### config.mk
export PLATFORM = sky130hd
export DESIGN_NAME = accel_stillness_detector_top
export DESIGN_NICKNAME = d
export VERILOG_FILES = /design/src/rtl/core/asd_pkg.sv /design/src/rtl/core/asd_front.sv /design/src/rtl/core/asd_fifo.sv /design/src/rtl/core/asd_back.sv /design/src/rtl/core/accel_stillness_detector_top.sv
export SDC_FILE = /design/constraint.sdc
export NUM_CORES = 2
export LEC_CHECK = 0
export ABC_AREA = 1
export CAP_MARGIN = 20
export CORE_AREA = 2 2 415 417
export CTS_CLUSTER_DIAMETER = 150
export DETAILED_ROUTE_END_ITERATION = 12
export DIE_AREA = 0 0 417 419
export DONT_BUFFER_PORTS = 1
export PLACE_DENSITY = 0.55
export RECOVER_POWER = 100
export SLEW_MARGIN = 10
export SYNTH_ARGS = -nofsm -noshare
export SYNTH_HDL_FRONTEND = slang
export SYNTH_SLANG_ARGS = --single-unit
### constraint.sdc
create_clock -name clk -period 11.1 [get_ports clk]
set_input_delay 0.555 -clock clk [delete_from_list [all_inputs] [get_ports clk]]
set_output_delay 0.555 -clock clk [all_outputs]
set_load 0.02 [all_outputs]
### src/rtl/core/asd_pkg.sv
// Shared types and constants for the accelerometer stillness detector.
// No dependencies; imported by every module of the block.
`timescale 1ns / 1ps

package asd_pkg;

    // Sample format and window length
    localparam int SAMPLE_BITS = 16;
    localparam int WINDOW      = 5;

    // Fixed field widths
    localparam int THR_W  = 16;
    localparam int TIME_W = 32;
    localparam int DATA_W = 32;

    // Derived widths
    localparam int MAG_W   = SAMPLE_BITS;              // floor sqrt of a 2*S bit sum
    localparam int RAD_W   = 2 * SAMPLE_BITS;          // sum of three squares
    localparam int ITER_W  = $clog2(SAMPLE_BITS);      // root iteration counter
    localparam int CNT_W   = $clog2(WINDOW + 1);       // fill count, saturates at WINDOW
    localparam int SLOT_W  = $clog2(WINDOW);           // window write slot
    localparam int SUM_W   = MAG_W + CNT_W;            // running sum of magnitudes
    localparam int SUMSQ_W = 2 * MAG_W + CNT_W;        // running sum of squares
    localparam int MUL_W   = (SUM_W > THR_W) ? SUM_W : THR_W;
    localparam int PROD_W  = 2 * MUL_W;
    localparam int CMP_W   = 2 * MUL_W + 2 * CNT_W;    // spread and limit compare

    // Stream word widths
    localparam int IN_TDATA_W  = ((3 * SAMPLE_BITS + TIME_W + 7) / 8) * 8;
    localparam int OUT_TDATA_W = 8;

    // Queue between front and back
    localparam int QDEPTH  = 2;
    localparam int QIDX_W  = $clog2(QDEPTH);
    localparam int QCNT_W  = $clog2(QDEPTH + 1);

    // Configuration register indexes
    typedef enum logic [0:0] {
        CFG_THRESHOLD = 1'b0,
        CFG_HOLD_TIME = 1'b1
    } cfg_index_t;

    // Configuration values seen by the back end
    typedef struct packed {
        logic [THR_W-1:0]  threshold;
        logic [TIME_W-1:0] hold_time_ms;
    } cfg_t;

    // One classified sample as it travels through the queue
    typedef struct packed {
        logic [MAG_W-1:0]  mag;
        logic [TIME_W-1:0] now_ms;
    } q_item_t;

endpackage

### src/rtl/core/asd_front.sv
// Front end: accepts a sample, sums the three squared axes and takes the
// integer square root one bit pair per cycle. Depends on asd_pkg.
`timescale 1ns / 1ps

module asd_front (
    input  logic                              clk,
    input  logic                              rst_n,
    input  logic                              in_valid,
    output logic                              in_ready,
    input  logic signed [asd_pkg::SAMPLE_BITS-1:0] accel_x,
    input  logic signed [asd_pkg::SAMPLE_BITS-1:0] accel_y,
    input  logic signed [asd_pkg::SAMPLE_BITS-1:0] accel_z,
    input  logic [asd_pkg::TIME_W-1:0]        now_ms,
    output logic                              push_valid,
    input  logic                              push_ready,
    output asd_pkg::q_item_t                  push_item
);
    import asd_pkg::*;

    typedef enum logic [1:0] {
        F_IDLE,
        F_SQUARE,
        F_ROOT,
        F_PUSH
    } f_state_t;

    f_state_t                 state_reg;
    logic [SAMPLE_BITS-1:0]   abs_reg [3];
    logic [1:0]               axis_reg;
    logic [RAD_W-1:0]         acc_reg;
    logic [RAD_W-1:0]         rem_reg;
    logic [RAD_W-1:0]         res_reg;
    logic [RAD_W-1:0]         bit_reg;
    logic [ITER_W-1:0]        iter_reg;
    logic [TIME_W-1:0]        now_reg;

    logic [SAMPLE_BITS-1:0]   abs_x;
    logic [SAMPLE_BITS-1:0]   abs_y;
    logic [SAMPLE_BITS-1:0]   abs_z;
    logic [RAD_W-1:0]         sq;
    logic [RAD_W-1:0]         acc_sum;
    logic [RAD_W:0]           trial;
    logic                     take;

    // Absolute values; the most negative code maps to 2^(S-1), which fits unsigned
    assign abs_x = accel_x[SAMPLE_BITS-1] ? SAMPLE_BITS'(-accel_x) : SAMPLE_BITS'(accel_x);
    assign abs_y = accel_y[SAMPLE_BITS-1] ? SAMPLE_BITS'(-accel_y) : SAMPLE_BITS'(accel_y);
    assign abs_z = accel_z[SAMPLE_BITS-1] ? SAMPLE_BITS'(-accel_z) : SAMPLE_BITS'(accel_z);

    // One square per cycle from the head of the axis shift line
    assign sq      = RAD_W'(abs_reg[0]) * RAD_W'(abs_reg[0]);
    assign acc_sum = acc_reg + sq;

    // Restoring root step
    assign trial = {1'b0, res_reg} + {1'b0, bit_reg};
    assign take  = ({1'b0, rem_reg} >= trial);

    assign in_ready            = (state_reg == F_IDLE);
    assign push_valid          = (state_reg == F_PUSH);
    assign push_item.mag       = res_reg[MAG_W-1:0];
    assign push_item.now_ms    = now_reg;

    // Sequencer
    always_ff @(posedge clk or negedge rst_n)
    begin
        if (!rst_n)
        begin
            state_reg <= F_IDLE;
            for (int i = 0; i < 3; i++)
            begin
                abs_reg[i] <= '0;
            end
            axis_reg  <= '0;
            acc_reg   <= '0;
            rem_reg   <= '0;
            res_reg   <= '0;
            bit_reg   <= '0;
            iter_reg  <= '0;
            now_reg   <= '0;
        end
        else
        begin
            case (state_reg)
                F_IDLE:
                begin
                    if (in_valid)
                    begin
                        abs_reg[0] <= abs_x;
                        abs_reg[1] <= abs_y;
                        abs_reg[2] <= abs_z;
                        now_reg    <= now_ms;
                        acc_reg    <= '0;
                        axis_reg   <= '0;
                        state_reg  <= F_SQUARE;
                    end
                end
                F_SQUARE:
                begin
                    acc_reg    <= acc_sum;
                    abs_reg[0] <= abs_reg[1];
                    abs_reg[1] <= abs_reg[2];
                    axis_reg   <= axis_reg + 2'd1;
                    if (axis_reg == 2'd2)
                    begin
                        rem_reg   <= acc_sum;
                        res_reg   <= '0;
                        bit_reg   <= RAD_W'(1) << (RAD_W - 2);
                        iter_reg  <= '0;
                        state_reg <= F_ROOT;
                    end
                end
                F_ROOT:
                begin
                    if (take)
                    begin
                        rem_reg <= rem_reg - trial[RAD_W-1:0];
                        res_reg <= (res_reg >> 1) + bit_reg;
                    end
                    else
                    begin
                        res_reg <= res_reg >> 1;
                    end
                    bit_reg  <= bit_reg >> 2;
                    iter_reg <= iter_reg + ITER_W'(1);
                    if (iter_reg == ITER_W'(SAMPLE_BITS - 1))
                    begin
                        state_reg <= F_PUSH;
                    end
                end
                F_PUSH:
                begin
                    if (push_ready)
                    begin
                        state_reg <= F_IDLE;
                    end
                end
                default:
                begin
                    state_reg <= F_IDLE;
                end
            endcase
        end
    end

endmodule

### src/rtl/core/asd_fifo.sv
// Short queue of magnitudes and time stamps between front and back end.
// Depends on asd_pkg.
`timescale 1ns / 1ps

module asd_fifo (
    input  logic             clk,
    input  logic             rst_n,
    input  logic             push_valid,
    output logic             push_ready,
    input  asd_pkg::q_item_t push_item,
    output logic             pop_valid,
    input  logic             pop_ready,
    output asd_pkg::q_item_t pop_item
);
    import asd_pkg::*;

    q_item_t           mem_reg [QDEPTH];
    logic [QIDX_W-1:0] wr_ptr_reg;
    logic [QIDX_W-1:0] rd_ptr_reg;
    logic [QCNT_W-1:0] count_reg;
    logic              do_push;
    logic              do_pop;

    assign push_ready = (count_reg != QCNT_W'(QDEPTH));
    assign pop_valid  = (count_reg != '0);
    assign pop_item   = mem_reg[rd_ptr_reg];
    assign do_push    = push_valid && push_ready;
    assign do_pop     = pop_valid && pop_ready;

    // Storage
    always_ff @(posedge clk)
    begin
        if (do_push)
        begin
            mem_reg[wr_ptr_reg] <= push_item;
        end
    end

    // Pointers and fill count
    always_ff @(posedge clk or negedge rst_n)
    begin
        if (!rst_n)
        begin
            wr_ptr_reg <= '0;
            rd_ptr_reg <= '0;
            count_reg  <= '0;
        end
        else
        begin
            if (do_push)
            begin
                wr_ptr_reg <= wr_ptr_reg + QIDX_W'(1);
            end
            if (do_pop)
            begin
                rd_ptr_reg <= rd_ptr_reg + QIDX_W'(1);
            end
            if (do_push && !do_pop)
            begin
                count_reg <= count_reg + QCNT_W'(1);
            end
            else if (do_pop && !do_push)
            begin
                count_reg <= count_reg - QCNT_W'(1);
            end
        end
    end

endmodule

### src/rtl/core/asd_back.sv
// Back end: sliding window of magnitudes, running sums, spread test, hold
// timer and result register. Shares one multiplier over its steps. Depends on asd_pkg.
`timescale 1ns / 1ps

module asd_back (
    input  logic             clk,
    input  logic             rst_n,
    input  logic             pop_valid,
    output logic             pop_ready,
    input  asd_pkg::q_item_t pop_item,
    input  asd_pkg::cfg_t    cfg,
    output logic             m_tvalid,
    input  logic             m_tready,
    output logic             became_stationary,
    output logic             is_stationary,
    output logic             window_full
);
    import asd_pkg::*;

    typedef enum logic [2:0] {
        B_IDLE,
        B_SQ_NEW,
        B_SQ_OLD,
        B_UPDATE,
        B_SQ_SUM,
        B_SQ_THR,
        B_LIMIT,
        B_DECIDE
    } b_state_t;

    b_state_t            state_reg;
    logic [MAG_W-1:0]    window_reg [WINDOW];
    logic [SLOT_W-1:0]   slot_reg;
    logic [CNT_W-1:0]    count_reg;
    logic [SUM_W-1:0]    sum_reg;
    logic [SUMSQ_W-1:0]  sumsq_reg;
    logic [TIME_W-1:0]   last_reg;
    logic                flag_reg;
    logic [MAG_W-1:0]    mag_reg;
    logic [MAG_W-1:0]    old_reg;
    logic [TIME_W-1:0]   now_reg;
    logic [PROD_W-1:0]   prod_reg;
    logic [CMP_W-1:0]    sumsq5_reg;
    logic [CMP_W-1:0]    spread_reg;
    logic [CMP_W-1:0]    limit_reg;
    logic                out_valid_reg;
    logic                became_reg;
    logic                stat_reg;
    logic                full_reg;

    logic [MUL_W-1:0]    mul_a;
    logic [MUL_W-1:0]    mul_b;
    logic [PROD_W-1:0]   mul_p;
    logic [TIME_W-1:0]   elapsed;
    logic                full;
    logic                still;
    logic                hold_ok;
    logic                accept_time;
    logic                flag_next;
    logic                event_next;
    logic                out_free;
    logic                load_out;

    // Shared multiplier operand select
    always_comb
    begin
        mul_a = '0;
        mul_b = '0;
        case (state_reg)
            B_SQ_NEW:
            begin
                mul_a = MUL_W'(mag_reg);
                mul_b = MUL_W'(mag_reg);
            end
            B_SQ_OLD:
            begin
                mul_a = MUL_W'(old_reg);
                mul_b = MUL_W'(old_reg);
            end
            B_SQ_SUM:
            begin
                mul_a = MUL_W'(sum_reg);
                mul_b = MUL_W'(sum_reg);
            end
            B_SQ_THR:
            begin
                mul_a = MUL_W'(cfg.threshold);
                mul_b = MUL_W'(cfg.threshold);
            end
            default:
            begin
                mul_a = '0;
                mul_b = '0;
            end
        endcase
    end

    assign mul_p = PROD_W'(mul_a) * PROD_W'(mul_b);

    // Stillness decision on the finished sums
    assign full        = (count_reg == CNT_W'(WINDOW));
    assign elapsed     = now_reg - last_reg;
    assign still       = (spread_reg < limit_reg);
    assign hold_ok     = (elapsed >= cfg.hold_time_ms);
    assign accept_time = full && still && hold_ok;

    always_comb
    begin
        flag_next  = flag_reg;
        event_next = 1'b0;
        if (full)
        begin
            if (still)
            begin
                if (hold_ok && !flag_reg)
                begin
                    flag_next  = 1'b1;
                    event_next = 1'b1;
                end
            end
            else
            begin
                flag_next = 1'b0;
            end
        end
    end

    assign out_free          = !out_valid_reg || m_tready;
    assign load_out          = (state_reg == B_DECIDE) && out_free;
    assign pop_ready         = (state_reg == B_IDLE);
    assign m_tvalid          = out_valid_reg;
    assign became_stationary = became_reg;
    assign is_stationary     = stat_reg;
    assign window_full       = full_reg;

    // Sequencer, window, sums and result register
    always_ff @(posedge clk or negedge rst_n)
    begin
        if (!rst_n)
        begin
            state_reg     <= B_IDLE;
            for (int i = 0; i < WINDOW; i++)
            begin
                window_reg[i] <= '0;
            end
            slot_reg      <= '0;
            count_reg     <= '0;
            sum_reg       <= '0;
            sumsq_reg     <= '0;
            last_reg      <= '0;
            flag_reg      <= 1'b0;
            mag_reg       <= '0;
            old_reg       <= '0;
            now_reg       <= '0;
            prod_reg      <= '0;
            sumsq5_reg    <= '0;
            spread_reg    <= '0;
            limit_reg     <= '0;
            out_valid_reg <= 1'b0;
            became_reg    <= 1'b0;
            stat_reg      <= 1'b0;
            full_reg      <= 1'b0;
        end
        else
        begin
            // Result word valid: set on load, cleared once taken
            if (load_out)
            begin
                out_valid_reg <= 1'b1;
            end
            else if (m_tready)
            begin
                out_valid_reg <= 1'b0;
            end
            case (state_reg)
                B_IDLE:
                begin
                    if (pop_valid)
                    begin
                        mag_reg   <= pop_item.mag;
                        now_reg   <= pop_item.now_ms;
                        old_reg   <= window_reg[slot_reg];
                        state_reg <= B_SQ_NEW;
                    end
                end
                B_SQ_NEW:
                begin
                    prod_reg  <= mul_p;
                    sum_reg   <= sum_reg + SUM_W'(mag_reg) - SUM_W'(old_reg);
                    state_reg <= B_SQ_OLD;
                end
                B_SQ_OLD:
                begin
                    sumsq_reg <= sumsq_reg + prod_reg[SUMSQ_W-1:0];
                    prod_reg  <= mul_p;
                    state_reg <= B_UPDATE;
                end
                B_UPDATE:
                begin
                    sumsq_reg            <= sumsq_reg - prod_reg[SUMSQ_W-1:0];
                    window_reg[slot_reg] <= mag_reg;
                    if (slot_reg == SLOT_W'(WINDOW - 1))
                    begin
                        slot_reg <= '0;
                    end
                    else
                    begin
                        slot_reg <= slot_reg + SLOT_W'(1);
                    end
                    if (count_reg != CNT_W'(WINDOW))
                    begin
                        count_reg <= count_reg + CNT_W'(1);
                    end
                    state_reg <= B_SQ_SUM;
                end
                B_SQ_SUM:
                begin
                    prod_reg   <= mul_p;
                    sumsq5_reg <= CMP_W'(sumsq_reg) * CMP_W'(WINDOW);
                    state_reg  <= B_SQ_THR;
                end
                B_SQ_THR:
                begin
                    spread_reg <= sumsq5_reg - CMP_W'(prod_reg);
                    prod_reg   <= mul_p;
                    state_reg  <= B_LIMIT;
                end
                B_LIMIT:
                begin
                    limit_reg <= CMP_W'(prod_reg) * CMP_W'(WINDOW * WINDOW);
                    state_reg <= B_DECIDE;
                end
                B_DECIDE:
                begin
                    if (out_free)
                    begin
                        if (accept_time)
                        begin
                            last_reg <= now_reg;
                        end
                        flag_reg      <= flag_next;
                        became_reg    <= event_next;
                        stat_reg      <= flag_next;
                        full_reg      <= full;
                        state_reg     <= B_IDLE;
                    end
                end
                default:
                begin
                    state_reg <= B_IDLE;
                end
            endcase
        end
    end

    // An event word always reports a full window and the stationary state
    assert property (@(posedge clk) disable iff (!rst_n)
        out_valid_reg && became_reg |-> stat_reg && full_reg)
        else $error("event word without stationary state or full window");

    // Entering stillness is reported in the word loaded on the same edge
    assert property (@(posedge clk) disable iff (!rst_n)
        $rose(flag_reg) |-> out_valid_reg && became_reg)
        else $error("stationary flag rose without an event word");

    // Fill count saturates at the window length
    assert property (@(posedge clk) disable iff (!rst_n)
        count_reg <= CNT_W'(WINDOW))
        else $error("fill count beyond window length");

    // Write slot stays inside the window
    assert property (@(posedge clk) disable iff (!rst_n)
        slot_reg < SLOT_W'(WINDOW))
        else $error("write slot outside window");

endmodule

### src/rtl/core/accel_stillness_detector_top.sv
// Top level of the accelerometer stillness detector: stream ports, config
// registers, front end, queue and back end. Depends on asd_pkg, asd_front,
// asd_fifo and asd_back.
//
// Usage:
//   s_* : one input word per sample: three signed axes and a ms time stamp.
//   m_* : one result word per sample: event, stationary flag, window full.
//   cfg_*: register writes (threshold, hold time), always ready; write only
//          while no sample is in flight.
// Timing:
//   The front end squares the three axes in turn on one multiplier and
//   then takes one root bit per cycle in the iterative square root. That
//   root loop sets the throughput. The back end works on its shared
//   multiplier and overlaps the next sample's root through a two-word
//   queue.
// Reset: window, sums, time and flag clear; threshold 64, hold time 1000 ms.
// Stall: a stalled result word holds in its register; the back end then
//   waits, the queue fills and s_tready stays low while the front end holds
//   a word it cannot hand on.
`timescale 1ns / 1ps

module accel_stillness_detector_top (
    input  logic                                clk,
    input  logic                                rst_n,
    // accel_x [15:0], accel_y [31:16], accel_z [47:32], now_ms [79:48]
    input  logic                                s_tvalid,
    output logic                                s_tready,
    input  logic [asd_pkg::IN_TDATA_W-1:0]      s_tdata,
    // became_stationary [0], is_stationary [1], window_full [2], zeros above
    output logic                                m_tvalid,
    input  logic                                m_tready,
    output logic [asd_pkg::OUT_TDATA_W-1:0]     m_tdata,
    input  logic                                cfg_valid,
    output logic                                cfg_ready,
    input  asd_pkg::cfg_index_t                 cfg_index,
    input  logic [asd_pkg::DATA_W-1:0]          cfg_data
);
    import asd_pkg::*;

    logic [THR_W-1:0]         threshold_reg;
    logic [TIME_W-1:0]        hold_time_reg;
    cfg_t                     cfg;
    logic signed [SAMPLE_BITS-1:0] accel_x;
    logic signed [SAMPLE_BITS-1:0] accel_y;
    logic signed [SAMPLE_BITS-1:0] accel_z;
    logic [TIME_W-1:0]        now_ms;
    logic                     push_valid;
    logic                     push_ready;
    q_item_t                  push_item;
    logic                     pop_valid;
    logic                     pop_ready;
    q_item_t                  pop_item;
    logic                     became_stationary;
    logic                     is_stationary;
    logic                     window_full;

    // Input word unpack
    assign accel_x = s_tdata[SAMPLE_BITS-1:0];
    assign accel_y = s_tdata[2*SAMPLE_BITS-1:SAMPLE_BITS];
    assign accel_z = s_tdata[3*SAMPLE_BITS-1:2*SAMPLE_BITS];
    assign now_ms  = s_tdata[3*SAMPLE_BITS+TIME_W-1:3*SAMPLE_BITS];

    // Result word pack
    assign m_tdata = {(OUT_TDATA_W - 3)'(0), window_full, is_stationary, became_stationary};

    // Configuration registers
    assign cfg_ready        = 1'b1;
    assign cfg.threshold    = threshold_reg;
    assign cfg.hold_time_ms = hold_time_reg;

    always_ff @(posedge clk or negedge rst_n)
    begin
        if (!rst_n)
        begin
            threshold_reg <= THR_W'(64);
            hold_time_reg <= TIME_W'(1000);
        end
        else if (cfg_valid && cfg_ready)
        begin
            case (cfg_index)
                CFG_THRESHOLD: threshold_reg <= cfg_data[THR_W-1:0];
                CFG_HOLD_TIME: hold_time_reg <= cfg_data[TIME_W-1:0];
                default:
                begin
                    threshold_reg <= threshold_reg;
                end
            endcase
        end
    end

    asd_front u_front (
        .clk        (clk),
        .rst_n      (rst_n),
        .in_valid   (s_tvalid),
        .in_ready   (s_tready),
        .accel_x    (accel_x),
        .accel_y    (accel_y),
        .accel_z    (accel_z),
        .now_ms     (now_ms),
        .push_valid (push_valid),
        .push_ready (push_ready),
        .push_item  (push_item)
    );

    asd_fifo u_fifo (
        .clk        (clk),
        .rst_n      (rst_n),
        .push_valid (push_valid),
        .push_ready (push_ready),
        .push_item  (push_item),
        .pop_valid  (pop_valid),
        .pop_ready  (pop_ready),
        .pop_item   (pop_item)
    );

    asd_back u_back (
        .clk               (clk),
        .rst_n             (rst_n),
        .pop_valid         (pop_valid),
        .pop_ready         (pop_ready),
        .pop_item          (pop_item),
        .cfg               (cfg),
        .m_tvalid          (m_tvalid),
        .m_tready          (m_tready),
        .became_stationary (became_stationary),
        .is_stationary     (is_stationary),
        .window_full       (window_full)
    );

endmodule
Yosys cells after proc, flatten, opt, wreduce, memory -nomap -nowiden --
Memories as Yosys holds them, arrays and structs flattened. A register that Yosys moved wholly into a read port is not among the register bits. Cells that the tools add are included.
Operators by class: add/sub/neg operators 21, reductions and logical operators 37, multipliers 4, magnitude comparators 5, shifts and indexed selects 0, bitwise logic cells 2, div/mod/pow operators 0, mux-type cells 47, equal/unequal tests 24
Operator list (count):
- $pmux W32 S2 | 5
- $mux W32 | 6
- $mux W16 | 6
- $bwmux W80 | 1
- $pmux W19 S4 | 1
- $pmux W35 S2 | 1
- $sub A32 B32 Y32 | 2
- $bmux W16 S3 | 1
- $demux W16 S3 | 1
- $mux W48 | 1
- $neg A16 Y16 | 3
- $lt A44 B43 Y1 | 1
- $mul A38 B5 Y43 const B | 1
- $sub A38 B38 Y39 | 1
- $mul A19 B19 Y38 | 1
- $mul A35 B3 Y38 const B | 1
- $add A35 B35 Y35 | 1
- $sub A35 B35 Y35 | 1
- $add A32 B32 Y33 | 1
- $ge A32 B33 Y1 | 1
- $add A31 B32 Y32 | 1
- $add A32 B32 Y32 | 1
- $ge A32 B32 Y1 | 1
- $mul A16 B16 Y32 | 1
- 38 further kinds | 99
Word-level totals: latch bits 0, bits in writable memories 96, output and inout port bits 11, memories kept 1, memory bits (read-only) 0, flip-flop bits (word level) 626, input bits 118, word-level logic and storage cells 177
Memory list:
- u_fifo.mem_reg | words 2, width 48, rd ports 1, clocked after Yosys merged registers in 1, wr ports 1, RTL line asd_fifo.sv:17 | q_item_t mem_reg [QDEPTH];

Depth between registers and ports, before layout --
word-level depth 6, gate-level depth with buffers 34

By module --
From an unflattened synthesis, not the netlist that was laid out.
Unflattened totals: cell total of the unflattened synthesis 9932, area total of the unflattened synthesis 73279.0 um2
Modules (own cells, without submodules):
- asd_back | cells each 6088, seq. area each 9984.6 um2, instances 1, area an instance 44214.9 um2
- asd_front | cells each 3344, seq. area each 5004.8 um2, instances 1, area an instance 23371.2 um2
- asd_fifo | cells each 280, seq. area each 2982.9 um2, instances 1, area an instance 3717.3 um2
- accel_stillness_detector_top | cells each 220, seq. area each 1209.9 um2, instances 1, area an instance 1975.6 um2

Least setup slack after synthesis --
OpenSTA, ideal clock, no wires.
kind register to register, start point register u_back.state_reg[1], end point register u_back.prod_reg[21], setup slack 4.570 ns, setup time 0.130 ns, data arrival time 6.400 ns, stages on the path, launching flop included 32, buffers on the path 2, clock period less this slack 6.530 ns, data required time 10.970 ns, path through dfrtp_1 -> inv_1 -> ha_1 -> inv_1 -> nor2_1 -> inv_1 -> buf_2 -> o22ai_1 -> nor2_1 -> buf_2 -> nor2_1 -> inv_1 -> fa_1 -> inv_1 -> fa_1 -> inv_1 -> fa_1 -> inv_1 -> fa_1 -> fa_1 -> inv_1 -> fa_1 -> inv_1 -> ha_1 -> nand2_1 -> nor2_1 -> inv_1 -> nor3_1 -> a21oi_1 -> or2_2 -> nand3_1 -> o21ai_0
On the way: longest elaborated chain between the ends 3
RTL lines:
- start: declaration | RTL line asd_back.sv:31 | b_state_t state_reg;
- start signal: assignment | RTL line asd_back.sv:141 | state_reg <= B_IDLE;
- start signal: assignment | RTL line asd_back.sv:183 | state_reg <= B_SQ_NEW;
- start signal: assignment | RTL line asd_back.sv:190 | state_reg <= B_SQ_OLD;
- $eq A3 B3 Y1, or another cell as far along | RTL line asd_back.sv:69, asd_back.sv:175
- $pmux W19 S4 | RTL line asd_back.sv:69 | case (state_reg)
- $mul A19 B19 Y38 | RTL line asd_back.sv:98 | assign mul_p = PROD_W'(mul_a) * PROD_W'(mul_b);
- end signal: assignment | RTL line asd_back.sv:188 | prod_reg <= mul_p;
- end signal: assignment | RTL line asd_back.sv:195 | prod_reg <= mul_p;
- end signal: assignment | RTL line asd_back.sv:218 | prod_reg <= mul_p;
- end: declaration | RTL line asd_back.sv:42 | logic [PROD_W-1:0] prod_reg;
Several ways; a longest one is shown, not always the timed one. A chain may end at the register's enable or synchronous reset.

Worst setup path in the final report --
start point register u_back.state_reg[1], end point register u_back.prod_reg[22]
The elaborated chain is that of the path after synthesis.

==> out/qor.txt <==
status: finished, violations left
failing checks: max-capacitance violations, max-slew violations
Main synth FF type: dfrtp_1
post-synthesis compound-gate area fraction: 0.1116
Setup Viol. Count Final: 0
Yosys warnings: 0
Area Overhead vs Synth: 8.713%
Slew @ Worst Pin: 3.225 ns
RePlAce Congestion: 0.9796
fin crit share: 0.8097
share of layout cells above drive strength 1: 0.02580
pin count of the biggest net entering global routing: 139
overall die height: 419 µm
clk buf depth: 3
CTS Buf Count: 91
kind of critical path: reg2reg
Arrival @ worst endpoint: 9.57 ns
initial antenna violation count: 2
drt wl/cell: 19.58 µm
Detailed Route WL: 238000 µm
synthesized area: 0.07299 mm²
DRT iter0 DRCs: 4689
CP max stage delay: 1.03 ns
Seq/Total Area, Yosys: 0.2628
grt total ovfl: 0
hold path cells: 2
DR DRC count: 0
drt first pass iters: 7
hpwl dp: 191500 µm
WP buf/inv: 8
synthesized flop and latch total: 747
root buf cell: clkbuf_16
I/O Pins: 129
post_cts resized: 0
CTS tree: yes
Final min period: 8.988 ns
Setup crit start: u_back.state_reg[1]
Synth Area per Inst: 7.410 µm²
main combinational cell family by area after synthesis: adder cells
clk_lat worst skew: 0.76 ns
final hold vios: 0
GRT Total Usage: 0.2756
CP max FO: 35
diode count: 0
Req. time, crit path: 11.69 ns
WP depth: 29
area share of xor/xnor cells in the synthesized design: 0.02856
worst r2r src: u_back.state_reg[1]
Slew Viols, Final: 911
die area: 0.1747 mm²
max FFs per register: 96
Setup Buffers After CTS: 0
fmax: 111.3 MHz
final setup TNS: 0 ns
DR vias/cell: 5.257
core area: 0.1706 mm²
Startpoint Class: flip-flop
R2R cell count: 29
Synth Instances: 9850
most used cell, CP: fa_1
Critical-path top delay cell: clkbuf_1
Yosys cell types: 55
antenna viol nets, final: 0
vias in the first global route: 63.96k
RSZ-0062 raised after global routing: false
multiplexer area fraction after synthesis: 0.0002914
Post-Synth Simple-Gate Area: 0.2258
first-pass GRT wire length: 374100 µm
initial core utilization: 0.4279
most frequent cells in the layout: nand2_1, inv_1, nor2_1, ha_1, o21ai_0
die extent in x: 417 µm
slew margin rel.: -1.150
clk slew on worst S/H paths: 0.06 ns
fill count: 17.53k
NumNets Final: 11.17k
Adder-Cell Fraction of Synth Area: 0.2582
Vias: 63.91k
Port Buffer Count: 0
row cnt: 152
H-tree levels: 3
number of synthesized flops with an enable pin: 96
hold_sp: cfg_valid
Layout Skew: 0.05279 ns
max cap viols: 20
Top Family by Delay on Critical Path: adder cells
Setup crit end kind: flip-flop
Async SR Flop Fraction: 0.8715
worst hold path type: in2reg
CTS Sinks: 747
most common cell after layout, fill and taps aside: nand2_1
path summary, 6_finish.rpt:
check                                         to  slack (ns)
setup / recovery             u_back.prod_reg[22]        2.11
hold / removal                  hold_time_reg[8]        0.05
setup reg to reg             u_back.prod_reg[22]        2.11
hold reg to reg            u_fifo.mem_reg[0][18]        0.47
max in group asynchronous  u_back.spread_reg[11]        2.85
min in group asynchronous     u_back.sum_reg[15]        0.51
per-stage QoR:
| stage | std cells | instance area (µm²) | setup slack, ns | util | hold WS, ns |
|---|---|---|---|---|---|
| floorplan | 9854 | 73000 | 4.570 | - | 0.2594 |
| global placement | 11900 | 75330 | 2.841 | 0.4416 | 0.2846 |
| detailed placement | 11900 | 75400 | 2.786 | 0.4420 | 0.2857 |
| CTS | 12160 | 79500 | 2.753 | 0.4660 | 0.003087 |
| global route | 12160 | 79350 | 1.290 | 0.4651 | 0.03191 |
| finish | 12160 | 79350 | 2.112 | 0.4651 | 0.04620 |
Yosys cell counts, drive strengths merged (4+ instances only):
cell,instances,area [µm²]
dfstp,7,183.9
a31oi,106,663.1
or2,37,231.5
nor3b,4,30.03
fa,497,9950
a32oi,16,140.1
o31ai,6,45.04
o211ai,28,210.2
nand3,561,2808
a22oi,10,75.07
nand4,136,850.8
and2,10,62.56
ha,711,8896
clkinv,8,30.03
nand2,2333,8787
clkbuf,180,675.7
edfxtp,96,2883
and3,4,25.02
a21boi,8,60.06
o21a,34,255.2
o22ai,42,262.8
a21o,26,195.2
nor2,798,3003
o221ai,4,35.03
o21ai,675,3382
nor4,14,87.58
xor2,131,1147
inv,1904,7147
dfrtp,644,16120
a21oi,490,2456
nor3,78,395.4
buf,68,369.1
o21bai,35,262.8
nand3b,27,202.7
xnor2,107,937.2
cell families (layout without fill, tap and decap cells):
| logic type | after synthesis | after routing |
|---|---|---|
| buffers and inverters | 2160 | 2230 |
| XOR/XNOR | 238 | 238 |
| other | 2 | 6 |
| AO/OA/AOI/OAI | 1491 | 1491 |
| adder cells (fa/ha/maj) | 1208 | 1208 |
| multiplexers | 2 | 2 |
| flip-flops | 747 | 747 |
| AND/OR/NAND/NOR | 4002 | 4002 |
area by class of cell:
type / count / area, µm² / area share
clock buffers: 127 / 2582 / 0.03255
clock inverters: 45 / 665.6 / 0.008389
inverters: 1912 / 7177 / 0.09045
multi-input cells: 6947 / 45640 / 0.5752
flip-flops and latches: 747 / 19180 / 0.2418
well taps: 2233 / 2794 / 0.03521
repair buffers: 146 / 1305 / 0.01645
timing repair:
item / CTS / global route
endpoints found under the hold margin: 258 / 0
hold buffers: 83 / 0
endpoints found under the setup margin: 0 / 0
layer usage:
layer / wire [µm] / global-route usage / vias to the layer above
li1: - / - / 31240
met1: 108400 / 0.3753 / 30710
met2: 110800 / 0.4586 / 1573
met3: 10220 / 0.02664 / 375
met4: 8522 / 0.09383 / 4
met5: 27 / 0 / -
Power is left out: the tool's default activity adds up to more than one toggle a clock period on the data nets, which glitch-free logic cannot reach.
